[src/hdl/hue_mask_cleanup_window_locator_macros.svh]
// ----------------------------------------------------------------------------
// Assertion macros for the hue mask cleanup window locator
// Concurrent property wrappers shared by the files that assert.
// ----------------------------------------------------------------------------
`ifndef HUE_MASK_CLEANUP_WINDOW_LOCATOR_MACROS_SVH
`define HUE_MASK_CLEANUP_WINDOW_LOCATOR_MACROS_SVH

`ifndef ASSERT_OFF
// same-cycle implication
`define HMCWL_ASSERT_IMPL(lbl, clk, rstn, ante, cons, msg) \
    lbl: assert property (@(posedge clk) disable iff (!(rstn)) (ante) |-> (cons)) \
        else $error(msg);
// next-cycle implication
`define HMCWL_ASSERT_NEXT(lbl, clk, rstn, ante, cons, msg) \
    lbl: assert property (@(posedge clk) disable iff (!(rstn)) (ante) |=> (cons)) \
        else $error(msg);
`else
`define HMCWL_ASSERT_IMPL(lbl, clk, rstn, ante, cons, msg)
`define HMCWL_ASSERT_NEXT(lbl, clk, rstn, ante, cons, msg)
`endif

`endif

[src/hdl/hmcwl_pkg.sv]
// ----------------------------------------------------------------------------
// Hue mask cleanup window locator package
// Frame geometry, widths, state codes and control bundles.
// ----------------------------------------------------------------------------
package hmcwl_pkg;

    localparam int FRAME_ROWS    = 62;
    localparam int FRAME_COLS    = 82;
    localparam int INNER_ROWS    = FRAME_ROWS - 2;
    localparam int INNER_COLS    = FRAME_COLS - 2;
    localparam int INNER_PIXELS  = INNER_ROWS * INNER_COLS;
    localparam int WINDOW_COUNT  = 5;
    localparam int WINDOW_WIDTH  = 16;
    localparam int HUE_REGS      = 4;

    localparam int ROW_W   = 6;   // frame row 0..61, also word bit index
    localparam int COL_W   = 7;   // frame column 0..81, also mask column address
    localparam int BIT_W   = 6;   // bit index inside one column word
    localparam int COUNT_W = 13;
    localparam int TALLY_W = 10;
    localparam int WIN_W   = 3;
    localparam int HUE_W   = 8;
    localparam int CFG_W   = 64;
    localparam int CFG_IDX_W = 2;

    // last centre column address of a cleanup pass and last centre row bit
    localparam int LAST_CENTRE = INNER_COLS - 2;
    localparam int LAST_ROWBIT = INNER_ROWS - 2;
    localparam int FILL_MIN    = 5;   // pass one fills at this many hit neighbours
    localparam int KEEP_MIN    = 5;   // pass two keeps a hit at this many

    typedef logic [INNER_ROWS-1:0] t_word;

    typedef enum logic [3:0] {
        S_INPUT,
        S_PRIME,
        S_SHIFT,
        S_ROWS,
        S_WB,
        S_TREAD,
        S_TLOAD,
        S_TBITS,
        S_PICK
    } t_state;

    typedef struct packed {
        logic             shift;
        logic             update;
        logic             pass;
        logic [BIT_W-1:0] row;
    } t_clean_ctrl;

    typedef struct packed {
        logic             clear;
        logic             load;
        logic             count;
        logic [WIN_W-1:0] win;
    } t_tally_ctrl;

endpackage

[src/hdl/hmcwl_tally.sv]
// ----------------------------------------------------------------------------
// Window tally
// Bit-serial count of hits per 16-column window and the leading window.
// ----------------------------------------------------------------------------
module hmcwl_tally (
    input  logic                        i_clk,
    input  hmcwl_pkg::t_tally_ctrl      i_ctrl,
    input  hmcwl_pkg::t_word            i_rdata,
    output logic [hmcwl_pkg::COUNT_W-1:0] o_total,
    output logic [hmcwl_pkg::WIN_W-1:0]   o_best
);
    import hmcwl_pkg::*;

    t_word              r_shift;
    logic [TALLY_W-1:0] r_win [WINDOW_COUNT];
    logic [COUNT_W-1:0] r_total;
    logic [TALLY_W-1:0] best_val;

    always_ff @(posedge i_clk) begin
        if (i_ctrl.clear) begin
            r_total <= '0;
            for (int w = 0; w < WINDOW_COUNT; w++) begin
                r_win[w] <= '0;
            end
        end else if (i_ctrl.count) begin
            r_total <= r_total + COUNT_W'(r_shift[0]);
            for (int w = 0; w < WINDOW_COUNT; w++) begin
                if (i_ctrl.win == WIN_W'(w)) begin
                    r_win[w] <= r_win[w] + TALLY_W'(r_shift[0]);
                end
            end
        end
        if (i_ctrl.load) begin
            r_shift <= i_rdata;
        end else if (i_ctrl.count) begin
            r_shift <= r_shift >> 1;
        end
    end

    // lowest index wins ties
    always_comb begin
        best_val = r_win[0];
        o_best   = '0;
        for (int w = 1; w < WINDOW_COUNT; w++) begin
            if (best_val < r_win[w]) begin
                best_val = r_win[w];
                o_best   = WIN_W'(w);
            end
        end
    end

    assign o_total = r_total;

endmodule

[config.mk]
export PLATFORM = sky130hd
export DESIGN_NAME = hmcwl_tally
export DESIGN_NICKNAME = d
export VERILOG_FILES = /design/src/hdl/hue_mask_cleanup_window_locator_macros.svh /design/src/hdl/hmcwl_pkg.sv /design/src/hdl/hmcwl_tally.sv
export SDC_FILE = /design/constraint.sdc
export NUM_CORES = 1
export LEC_CHECK = 0
export BUFFER_PORTS_ARGS = -buffer_cell sky130_fd_sc_hd__buf_2
export CAP_MARGIN = 20
export CORE_MARGIN = 5
export CORE_UTILIZATION = 45
export DETAILED_ROUTE_END_ITERATION = 8
export SLEW_MARGIN = 20
export SYNTH_ARGS = -nofsm -noshare
export SYNTH_HDL_FRONTEND = slang
export SYNTH_SLANG_ARGS = --single-unit
export TNS_END_PERCENT = 20
[constraint.sdc]
create_clock -name i_clk -period 9 [get_ports i_clk]
set_input_delay 0.9 -clock i_clk [delete_from_list [all_inputs] [get_ports i_clk]]
set_output_delay 0.9 -clock i_clk [all_outputs]
set_load 0.01 [all_outputs]
# After elaboration in Yosys (flattened, before gate mapping)
# Memory sizes are Yosys's and may differ from the RTL's.
# Cells that the tools add are included.
# totals
inputBits,67
ramBits,50
output_inout_bits,16
mem_count,1
word_cells,60
reg_bits,73
# memory_table
name,words,word_bits,read_ports,rd_ports_with_merged_regs,wr,line_no,rtl
r_win,5,10,5,0,5,hmcwl_tally.sv:15,logic [TALLY_W-1:0] r_win [WINDOW_COUNT];
# classes
addsub,6
order_cmp,4
bitwise,5
n_eq_ne,4
mux,36
n_reduce_logical,2
# ops
operator,count
two-way mux 60 bit,2
two-way mux 10 bit,8
adder 10 x 1 -> 10 bit,5
< comparator 10 bit,4
two-way mux 1 bit,23
adder 13 x 1 -> 13 bit,1
two-way mux 3 bit,3
"equality test 3 x 2 -> 1 bit, second input constant",2
OR 1 bit,5
"equality test 3 x 1 -> 1 bit, second input constant",1
"equality test 3 bit, second input constant",1
zero test 3 bit,1
nonzero test 2 bit,1

# Longest topological paths before layout
# Gate-level depths: netlist (run 1).
# An unclocked memory read counts as a cell.
# logic_depth
word_depth,9
depth_mapped,34
ltp_nobuf,30

# Worst setup path before layout (run 1)
# Ideal clock, no wire load.
# synth_timing
path_kind,register to output
start,mem r_win[0][4]
end,out o_best[0] (netlist name)
stages_incl_launch_ff,34
slack_ps,1760
arrival_time_ps,6340
t_required_ps,8100
path_buffers,4
cell_sequence,edfxtp_1 ha_1 a21oi_1 a211oi_1 a2111o_1 or2_0 buf_6 buf_6 nand2_1 o21ai_1 ha_1 a21oi_1 o21ai_0 o211ai_1 nand2_1 o22a_1 buf_4 mux2_2 ha_1 and4_1 a21o_1 o2bb2ai_1 or3_1 buf_6 mux2_4 ha_1 a21oi_1 nor2b_1 o21ai_0 nand2b_1 a21oi_1 o21ai_0 a21oi_1 a21oi_1
# synth_lines
item,line_no,rtl
"start, declared",hmcwl_tally.sv:15,
"end, declared",hmcwl_tally.sv:10,output logic [hmcwl_pkg::WIN_W-1:0] o_best

==> results of run 1 <==
[where the power goes]
part           switching, W  total [W]  internal, W
sequential        0.0000239   0.000699     0.000675
clock              0.000257   0.000692     0.000435
combinational      0.000134   0.000265     0.000131
[final timing paths]
path	from	to	slack, ns
worst max-delay path	r_win[0][14]	o_best[0]	0.68
worst min-delay path	o_total[10]	o_total[10]	0.50
worst max register to register	r_shift[0]	r_win[0][39]	6.82
worst min register to register	o_total[10]	o_total[10]	0.50
[cells in the final DEF, fill, tap and decap left out, types with 16 or more instances in the layout]
cell type    n
inv_1       43
ha_1        48
xnor2_1     39
nand3_1     27
clkbuf_16   17
mux2_2      69
edfxtp_1   110
buf_2       82
nand2_1     22
nor2_1      63
a21oi_1     16
[layer usage]
metal / up-vias / wire length, um
met2: 92 / 6530
met5: - / 13
li1: 2280 / -
met3: 19 / 880
met1: 2162 / 6310
met4: 2 / 197
[final cells by class]
| class | count | area, um^2 |
|---|---|---|
| Sequential cell | 123 | 3560 |
| Timing Repair Buffer | 85 | 433 |
| Multi-Input combinational cell | 398 | 3100 |
| Inverter | 43 | 161 |
| Antenna cell | 1 | 2.50 |
| Clock inverter | 15 | 173 |
| Fill cell | 1338 | 7050 |
| Tap cell | 188 | 235 |
| Clock buffer | 17 | 425 |
[sequential cells by signal, summed over array words and instances, names as in the netlist]
| name | count |
|---|---|
| r_shift | 60 |
| o_total | 13 |
| r_win | 50 |
[cells by family (layout without fill, tap and decap cells)]
logic type | count (synthesis) | in the layout
buffers and inverters | 62 | 160
other | 0 | 1
AO/OA/AOI/OAI | 60 | 60
AND/OR/NAND/NOR | 163 | 163
multiplexers | 79 | 79
flip-flops | 123 | 123
XOR/XNOR | 48 | 48
adder cells (fa/ha/maj) | 48 | 48
[metrics by stage]
step / worst slack [ns] / instance area [um^2] / util [%] / instances
after floorplan: 1.76 / 6920 / - / 583
after global routing: 0.207 / 8090 / 53.4 / 869
final: 0.682 / 8100 / 53.5 / 870
after detailed placement: 0.693 / 7490 / 49.5 / 837
after CTS: 0.213 / 8090 / 53.4 / 869
after global placement: 0.844 / 7490 / 49.5 / 837
[repair_timing]
| action | 4_1_cts | 5_1_grt |
|---|---|---|
| endpoints found under the setup margin | 0 | 3 |
| endpoints found under the hold margin | 0 | 0 |
| resized for setup | 0 | 3 |
[worst max-delay path, delay by kind of cell (launching register included)]
family          cells  cell delay (ns)
buf+inv             2             0.35
mux                 2             0.67
simple gates        6             1.42
flops               1             0.36
compound gates     16             2.95
fa+ha+maj           4             1.24
==> summary.txt, run 1 <==
Run status
  • Status: complete, no violations

Timing
  • RSZ-0062 raised after global routing: no
  • Fin. max-slew vios: 0
  • Endpoints failing hold: 0
  • Final critical-path required period: a little over 8 ns
  • Worst Skew: 0.00342 ns
  • Setup-violating endpoint count in the final report: 0
  • Measured slew at the worst slew-check pin: slightly above 1 ns
  • Hold Slack: 0.498 ns
  • Relative max-transition margin: a little under a third
  • Accumulated negative setup slack: 0 ns
  • Part of the cycle the worst path needs: 92.4%
  • Maximum clock frequency: 120 MHz

Worst setup path
  • Start-to-end type of the worst setup path: flop to output pin
  • Kind of end point of the critical path: output pin
  • Worst-path fanout max: 19
  • Dominant cell type by count on the critical path: a21oi_1
  • CP max stage cell: or3_4
  • Critical path data arrival time: 7.42 ns
  • Register-to-Register Path Depth: 6
  • Largest stage delay, worst path: around 0.51 ns
  • Required time reported for the critical path endpoint: 8.10 ns
  • Type of origin of the critical path: flop

Clock network
  • CTS sink cnt: approximately 120
  • Worst-case clock buffer depth: 2
  • H-Tree Level Count: 4
  • Clock root buffer: clkbuf_16
  • Hold Buf Count CTS: 0
  • Number of buffers inserted to repair setup after CTS: 0
  • CTS tree: built
  • Worst-Skew Late Latency: ~0.41 ns
  • Number of clock buffers inserted by TritonCTS: 17
  • Clock transition at path regs: approximately 0.050 ns

GRT
  • Total congestion overflow after global routing: 0
  • GR Layer Usage met3: 6.00%
  • Via count of the first global-routing pass: 4738
  • Maximum number of pins on one net before global-route repair: 61
  • Number of antenna violations at the first check in global routing: 1
  • Met2 track demand over resource in global routing: roughly a quarter
  • First-pass GRT wire length: 23.3 mm
  • Routing layer with the top usage in global route: met2
  • Met1 layer usage reported by global route: 20.4%
  • Global-route usage over all layers: between 10% and 20%

Run
  • Max cap viols: 0

Power and ir drop
  • Total power: approximately 0.0017 W
  • Max VDD drop: about 0.13 mV
  • Power per standard cell area: about 200 mW/mm^2
  • P_leak: 3.23 nW

Floorplanning
  • Number of placed I/O pins: 83
  • Die height: ~130 um
  • Die footprint: between 0.015 and 0.02 mm^2
  • Placeable core region: between 0.015 and 0.02 mm^2
  • Die Span X: 134 um
  • Number of cell rows: 45
  • Starting density of the core: a little under half

Routing
  • Total vias in the final route: roughly 4600
  • Total wirelength of the detailed-routed design: 13.9 mm
  • Via count normalized by instance count: 5.24
  • Wirelength per Cell: between 15 and 20 um
  • Residual antenna-violating net count after detailed routing: 0
  • Pre-Repair DR Iteration Count: 4
  • DRC marker count from the first detailed-route iteration: around 180
  • Residual DRC count: 0

Yosys
  • Proportion of synthesized flip-flops having asynchronous set or reset: 0%
  • Combinational family with the most area after synthesis: multiplexers
  • Largest cells by area after synthesis: edfxtp_1, mux2_2, ha_1
  • Most frequent cell after synthesis: edfxtp_1
  • Number of synthesized flops with an enable pin: 110
  • Biggest area consumer among synthesized cells: edfxtp_1
  • Number of cells produced by synthesis: just under 600
  • Main flop type after synthesis: edfxtp_1
  • Post-synthesis adder-cell area fraction: 8.68%
  • Count of synthesis-stage warnings from yosys: 0
  • Synthesized area per cell: 11.9 um^2
  • Simple-Gate Fraction of Synth Area: between 10% and 20%
  • Post-Synth XOR/XNOR Area: between 6 and 7%
  • Syn_nets: ~700
  • Portion of netlist area occupied by mux cells: between 10% and 20%
  • #FFs+latches synth: around 120
  • Share of the synthesized area in compound gates (AO/OA/AOI/OAI): 5.50%
  • Leading cell types by count after synthesis: edfxtp_1, mux2_2, nor2_1
  • Post-synth design cell area: approximately 0.0069 mm^2
  • Proportion of netlist area held by the largest area contributor: around 48%
  • Number of distinct library cells after synthesis: 48
  • Share of synthesized area occupied by flip-flops and latches: around half

Placed design
  • Weighted congestion at the end of routability-driven global placement: 0.869
  • Number of port buffers: about 80
  • DP HPWL: roughly 10 mm

Cells and area
  • Layout area overhead: 17.0%
  • Share of layout cells above drive strength 1: around 29%
  • Nets@finish: slightly below 800

Hold path
  • Class of the most critical hold timing path: flop to flop
  • Instance count along the most critical hold path: 2
Note: power is estimated with default switching activity, not from simulation.
==> inputs of run 2 (changes only) <==
--- a/config.mk
+++ b/config.mk
@@ -7,9 +7,12 @@
 export LEC_CHECK = 0
 export BUFFER_PORTS_ARGS = -buffer_cell sky130_fd_sc_hd__buf_2
 export CAP_MARGIN = 20
+export CELL_PAD_IN_SITES_DETAIL_PLACEMENT = 0
+export CELL_PAD_IN_SITES_GLOBAL_PLACEMENT = 2
 export CORE_MARGIN = 5
-export CORE_UTILIZATION = 45
+export CORE_UTILIZATION = 40
 export DETAILED_ROUTE_END_ITERATION = 8
+export PLACE_DENSITY_LB_ADDON = 0.1
 export SLEW_MARGIN = 20
 export SYNTH_ARGS = -nofsm -noshare
 export SYNTH_HDL_FRONTEND = slang
==> summary.txt, run 2 (synthesis results as in run 1) <==
Worst setup path
  • Cell family with most CP delay: compound AO/OA/AOI/OAI gates
  • Worst-path fanout max: 19 (unchanged)
  • Largest stage delay, worst path: 0.52 ns (about the same)
  • Type of origin of the critical path: flop
  • Dominant cell type by count on the critical path: a21oi_1
  • Internal reg-to-reg setup slack: 6.80 ns (-0.02 ns)
  • Required time reported for the critical path endpoint: 8.10 ns (about the same)
  • Bufs and invs on worst path: 2 (unchanged)
  • Kind of end point of the critical path: output pin
  • Start-to-end type of the worst setup path: flop to output pin
  • CP max stage cell: or3_4
  • Critical path data arrival time: 7.38 ns (-0.04 ns)

Cells and area
  • Most common cell after layout, fill and taps aside: edfxtp_1
  • Fillcell total: 1609 (+20%)
  • Largest register FFs: 60 (unchanged)
  • Largest reg by FF count: r_shift
  • Nets@finish: 784 (+0.13%)
  • Layout area overhead: 18.0%
  • Most frequent cells in the layout: edfxtp_1, buf_2, mux2_2
  • Share of layout cells above drive strength 1: 29.6% (+0.54 points)

Clock network
  • Worst-Skew Late Latency: 0.42 ns (about the same)
  • Clock root buffer: clkbuf_16
  • Clock transition at path regs: 0.07 ns (+0.02 ns)
  • Worst-case clock buffer depth: 2 (unchanged)
  • Hold Buf Count CTS: 0 (unchanged)
  • Number of clock buffers inserted by TritonCTS: 17 (unchanged)
  • CTS sink cnt: 123 (unchanged)
  • CTS tree: built
  • H-Tree Level Count: 4 (unchanged)

GRT
  • First-pass GRT wire length: 23.4 mm (+0.53%)
  • Global-route usage over all layers: 14.7% (-1.6 points)
  • Via count of the first global-routing pass: 4704 (-0.72%)
  • Total congestion overflow after global routing: 0 (unchanged)
  • Number of antenna violations at the first check in global routing: 5 (+4)
  • Maximum number of pins on one net before global-route repair: 62 (+1.6%)

Power and ir drop
  • Internal Pwr Total: 0.00125 W (+0.50%)
  • Net switching power figure: 0.000429 W (+3.6%)
  • Part of the power in the clock network: 42.5% (+0.7 points)
  • Power per standard cell area: 205 mW/mm^2 (+0.41%)
  • Max VDD drop: 0.134 mV (+1.6%)
  • P_leak: 3.23 nW (+0.18%)
  • Share of total power in sequential cells: 41.7% (-0.5 points)
  • Total power: 0.00168 W (+1.3%)
  • Switching portion of total power: 25.6% (+0.58 points)
  • Portion of total power attributed to combinational logic: 15.8% (-0.2 points)

Floorplanning
  • Placeable core region: 0.0171 mm^2 (+13%)
  • Die footprint: 0.0200 mm^2 (+12%)
  • Starting density of the core: 40.4% (-5.3 points)
  • Die Span X: 142 um (+5.6%)
  • Die height: 142 um (+5.6%)
  • Number of cell rows: 48 (+6.7%)
  • Number of placed I/O pins: 83 (unchanged)

Routing
  • DRC marker count from the first detailed-route iteration: 183 (+2.2%)
  • Wirelength per Cell: 15.6 um (-2.8%)
  • Total wirelength of the detailed-routed design: 14.1 mm (+1.4%)
  • Residual antenna-violating net count after detailed routing: 0 (unchanged)
  • Residual DRC count: 0 (unchanged)
  • Pre-Repair DR Iteration Count: 5 (+1)
  • Total vias in the final route: 4524 (-0.68%)
  • Via count normalized by instance count: 4.98 (-4.8%)

Timing
  • RSZ-0062 raised after global routing: no
  • Worst Skew: 0.0128 ns (+0.00940 ns)
  • Accumulated negative setup slack: 0 ns (unchanged)
  • Measured slew at the worst slew-check pin: 1.05 ns (+0.0262 ns)
  • Setup-violating endpoint count in the final report: 0 (unchanged)
  • Fin. max-slew vios: 0 (unchanged)
  • Relative max-transition margin: 29.7% (-1.8 points)
  • Endpoints failing hold: 0 (unchanged)
  • Final critical-path required period: 8.28 ns (-0.0357 ns)
  • Maximum clock frequency: 121 MHz (+0.43%)
  • Part of the cycle the worst path needs: 92.0% (-0.40 points)

Placed design
  • Weighted congestion at the end of routability-driven global placement: 0.840 (-3.4%)
  • DP HPWL: 10.2 mm (-1.0%)
  • Number of port buffers: 82 (unchanged)

Run
  • Max cap viols: 0 (unchanged)

Run status
  • Status: complete, no violations

Hold path
  • Class of the most critical hold timing path: flop to flop
-- run 2: area by class of cell --
cell class | count | area [um^2] | share of cell area [%]
clock inverter | 15 | 191 | 2.34
multi-input combinational | 398 | 3100 | 38.0
tap | 225 | 282 | 3.45
antenna | 1 | 2.50 | 0.0306
sequential | 123 | 3560 | 43.6
inverter | 43 | 161 | 1.98
clock buffer | 17 | 425 | 5.21
timing repair buffer | 86 | 438 | 5.36
-- run 2: metal layers --
layer / part of all wire [%] / global-route usage, %
met5: 0.38 / 0
met3: 6.6 / 6.30
met4: 1.4 / 4.29
met2: 44 / 22.3
met1: 47 / 19.2
-- run 2: stage by stage --
step | cells | area (um^2) | setup slack, ns | hold WS (ns) | utilization, %
floorplan | 583 | 6920 | 1.76 | 0.515 | -
global placement | 874 | 7540 | 0.677 | 0.480 | 44.0
detailed placement | 874 | 7540 | 0.631 | 0.491 | 44.0
CTS | 906 | 8150 | 0.154 | 0.498 | 47.6
global route | 907 | 8160 | 0.132 | 0.524 | 47.7
finish | 908 | 8170 | 0.718 | 0.493 | 47.7
-- run 2: final timing paths --
path	start	end	cells after the start
max reg2reg	r_shift[0]	r_win[0][39]	6
min reg2reg	o_total[10]	o_total[10]	2
min	o_total[10]	o_total[10]	2
max	r_win[0][14]	o_best[0]	30
-- run 2: timing repair --
action | 4_1_cts | 5_1_grt
setup endpoints to repair | 0 | 3
resized for setup | 0 | 3
setup buffers | 0 | 0
-- run 2: worst reg2reg max path: stages (launching register included) --
cell	delay, ns
edfxtp_1	0.54
ha_1	0.26
nand4_1	0.14
nor4_1	0.58
nand3_1	0.18
xnor2_1	0.20
nor2_1	0.06
-- run 2: power groups by stage --
stage / registers [W] / logic, W / clock network [W]
final: 0.000698 / 0.000265 / 0.000713
after global routing: 0.000704 / 0.000300 / 0.000759
after CTS: 0.000699 / 0.000266 / 0.000729
after detailed placement: 0.000710 / 0.000263 / 0
after global placement: 0.000709 / 0.000260 / 0
after floorplan: 0.000701 / 0.000205 / 0
==> inputs of run 3 (changes only) <==
--- a/config.mk
+++ b/config.mk
@@ -5,13 +5,13 @@
 export SDC_FILE = /design/constraint.sdc
 export NUM_CORES = 1
 export LEC_CHECK = 0
-export BUFFER_PORTS_ARGS = -buffer_cell sky130_fd_sc_hd__buf_2
 export CAP_MARGIN = 20
 export CELL_PAD_IN_SITES_DETAIL_PLACEMENT = 0
 export CELL_PAD_IN_SITES_GLOBAL_PLACEMENT = 2
 export CORE_MARGIN = 5
-export CORE_UTILIZATION = 40
+export CORE_UTILIZATION = 43
 export DETAILED_ROUTE_END_ITERATION = 8
+export DONT_BUFFER_PORTS = 1
 export PLACE_DENSITY_LB_ADDON = 0.1
 export SLEW_MARGIN = 20
 export SYNTH_ARGS = -nofsm -noshare
==> summary.txt, run 3 (synthesis results as in run 1) <==
Placed design
  • Weighted congestion at the end of routability-driven global placement: 0.859 (+2.4%)
  • Number of port buffers: 0 (-100%)
  • Number of instances in the placed design: 782 (-11%)
  • DP HPWL: 9.84 mm (-3.5%)

Routing
  • Residual DRC count: 0 (unchanged)
  • Pre-Repair DR Iteration Count: 4 (-1)
  • Total vias in the final route: 4162 (-8.0%)
  • Wirelength per Cell: 16.8 um (+7.9%)
  • Via count normalized by instance count: 5.11 (+2.6%)
  • Residual antenna-violating net count after detailed routing: 0 (unchanged)
  • Total wirelength of the detailed-routed design: 13.7 mm (-3.2%)
  • DRC marker count from the first detailed-route iteration: 192 (+4.9%)

Worst setup path
  • Largest stage delay, worst path: 0.68 ns (+0.16 ns)
  • Type of origin of the critical path: flop
  • Required time reported for the critical path endpoint: 8.10 ns (about the same)
  • Register-to-Register Path Depth: 7 (+1)
  • CP max stage cell: or3_1
  • Dominant cell type by count on the critical path: a21oi_1
  • Kind of end point of the critical path: output pin
  • Worst-path fanout max: 19 (unchanged)
  • Start-to-end type of the worst setup path: flop to output pin
  • Critical path data arrival time: 7.58 ns (+0.20 ns)

GRT
  • First-pass GRT wire length: 22.3 mm (-4.4%)
  • Number of antenna violations at the first check in global routing: 3 (-2)
  • Global-route usage over all layers: 15.4% (+0.73 points)
  • Maximum number of pins on one net before global-route repair: 62 (unchanged)
  • Total congestion overflow after global routing: 0 (unchanged)
  • Via count of the first global-routing pass: 4266 (-9.3%)

Power and ir drop
  • Power per standard cell area: 209 mW/mm^2 (+1.8%)
  • P_leak: 2.88 nW (-11%)
  • Max VDD drop: 0.128 mV (-4.3%)

Timing
  • Measured slew at the worst slew-check pin: 0.952 ns (-0.0998 ns)
  • Setup-violating endpoint count in the final report: 0 (unchanged)
  • RSZ-0062 raised after global routing: no
  • Maximum clock frequency: 118 MHz (-2.3%)
  • Final critical-path required period: 8.48 ns (+0.195 ns)
  • Accumulated negative setup slack: 0 ns (unchanged)
  • Endpoints failing hold: 0 (unchanged)
  • Worst Skew: 0.00950 ns (-0.00332 ns)
  • Part of the cycle the worst path needs: 94.2% (+2.2 points)
  • Hold Slack: 0.546 ns (+0.0530 ns)
  • Fin. max-slew vios: 0 (unchanged)
  • Relative max-transition margin: 36.4% (+6.7 points)

Floorplanning
  • Starting density of the core: 43.7% (+3.3 points)
  • Die Span X: 137 um (-3.3%)
  • Placeable core region: 0.0158 mm^2 (-7.5%)
  • Number of cell rows: 46 (-4.2%)
  • Number of placed I/O pins: 83 (unchanged)
  • Die height: 137 um (-3.3%)
  • Die footprint: 0.0187 mm^2 (-6.5%)

Cells and area
  • Fin util: 48.6% (+0.91 points)
  • Antenna Diode Count: 0 (-1)
  • Most frequent cells in the layout: edfxtp_1, mux2_2, nor2_1
  • Largest reg by FF count: r_shift
  • Nets@finish: 700 (-11%)
  • Fillcell total: 1461 (-9.2%)
  • Most common cell after layout, fill and taps aside: edfxtp_1
  • Largest register FFs: 60 (unchanged)
  • Share of layout cells above drive strength 1: 19.9% (-9.7 points)
  • Layout area overhead: 11.2%
  • Cell Count, Final, Fillers Out: 814 (-10%)

Clock network
  • Number of buffers inserted to repair setup after CTS: 0 (unchanged)
  • Number of clock buffers inserted by TritonCTS: 17 (unchanged)
  • H-Tree Level Count: 4 (unchanged)
  • Worst-case clock buffer depth: 2 (unchanged)
  • Clock transition at path regs: 0.06 ns (about the same)
  • Hold Buf Count CTS: 0 (unchanged)
  • Worst-Skew Late Latency: 0.42 ns (about the same)
  • Clock root buffer: clkbuf_16
  • CTS sink cnt: 123 (unchanged)
  • CTS tree: built

Hold path
  • Class of the most critical hold timing path: flop to flop
  • Instance count along the most critical hold path: 1 (-1)

Run status
  • Status: complete, no violations

Run
  • Max cap viols: 0 (unchanged)
[run 3: layout make-up]
| type | instances | area [um^2] | area share [%] |
|---|---|---|---|
| tap | 216 | 270 | 3.51 |
| clock buffer | 17 | 425 | 5.53 |
| multi-input combinational | 398 | 3110 | 40.4 |
| inverter | 43 | 161 | 2.10 |
| clock inverter | 15 | 155 | 2.02 |
| timing repair buffer | 2 | 15.0 | 0.195 |
| sequential | 123 | 3560 | 46.3 |
[run 3: critical path: cells and delay by family, from the launching register on]
family          cells  cell delay [ns]
simple gates        6             1.61
fa+ha+maj           4             1.20
buf+inv             1             0.18
flops               1             0.36
mux                 2             0.73
compound gates     16             3.08
[run 3: repair_timing]
action	CTS	global route
hold endpoints to repair	0	0
gates resized for setup	0	3
endpoints found under the setup margin	0	3
[run 3: through the flow]
step / cell area [um^2] / power (W) / setup slack, ns
floorplan: 6920 / 0.000906 / 1.76
global placement: 7110 / 0.000942 / 0.595
detailed placement: 7110 / 0.000947 / 0.512
CTS: 7690 / 0.00162 / 0.0320
global route: 7700 / 0.00169 / 0.0700
finish: 7700 / 0.00161 / 0.522
[run 3: routing by layer]
| metal | part of all wire, % | global-route usage (%) | up-vias |
|---|---|---|---|
| li1 | - | - | 2116 |
| met1 | 48 | 20.6 | 1939 |
| met2 | 43 | 22.2 | 81 |
| met3 | 7.4 | 7.02 | 20 |
| met4 | 1.3 | 5.32 | 6 |
| met5 | 0.20 | 0 | - |
[run 3: power breakdown]
part           internal, W  switching, W  total [W]
combinational     0.000116      0.000122   0.000238
clock             0.000390      0.000281   0.000671
sequential        0.000675     0.0000244   0.000699
total              0.00118      0.000428    0.00161
[run 3: final timing paths]
path | slack, ns | start | end
min | 0.55 | r_shift[53] | r_shift[52]
min reg2reg | 0.55 | r_shift[53] | r_shift[52]
max | 0.52 | r_win[0][14] | o_best[1]
max reg2reg | 6.83 | r_shift[0] | r_win[0][28]
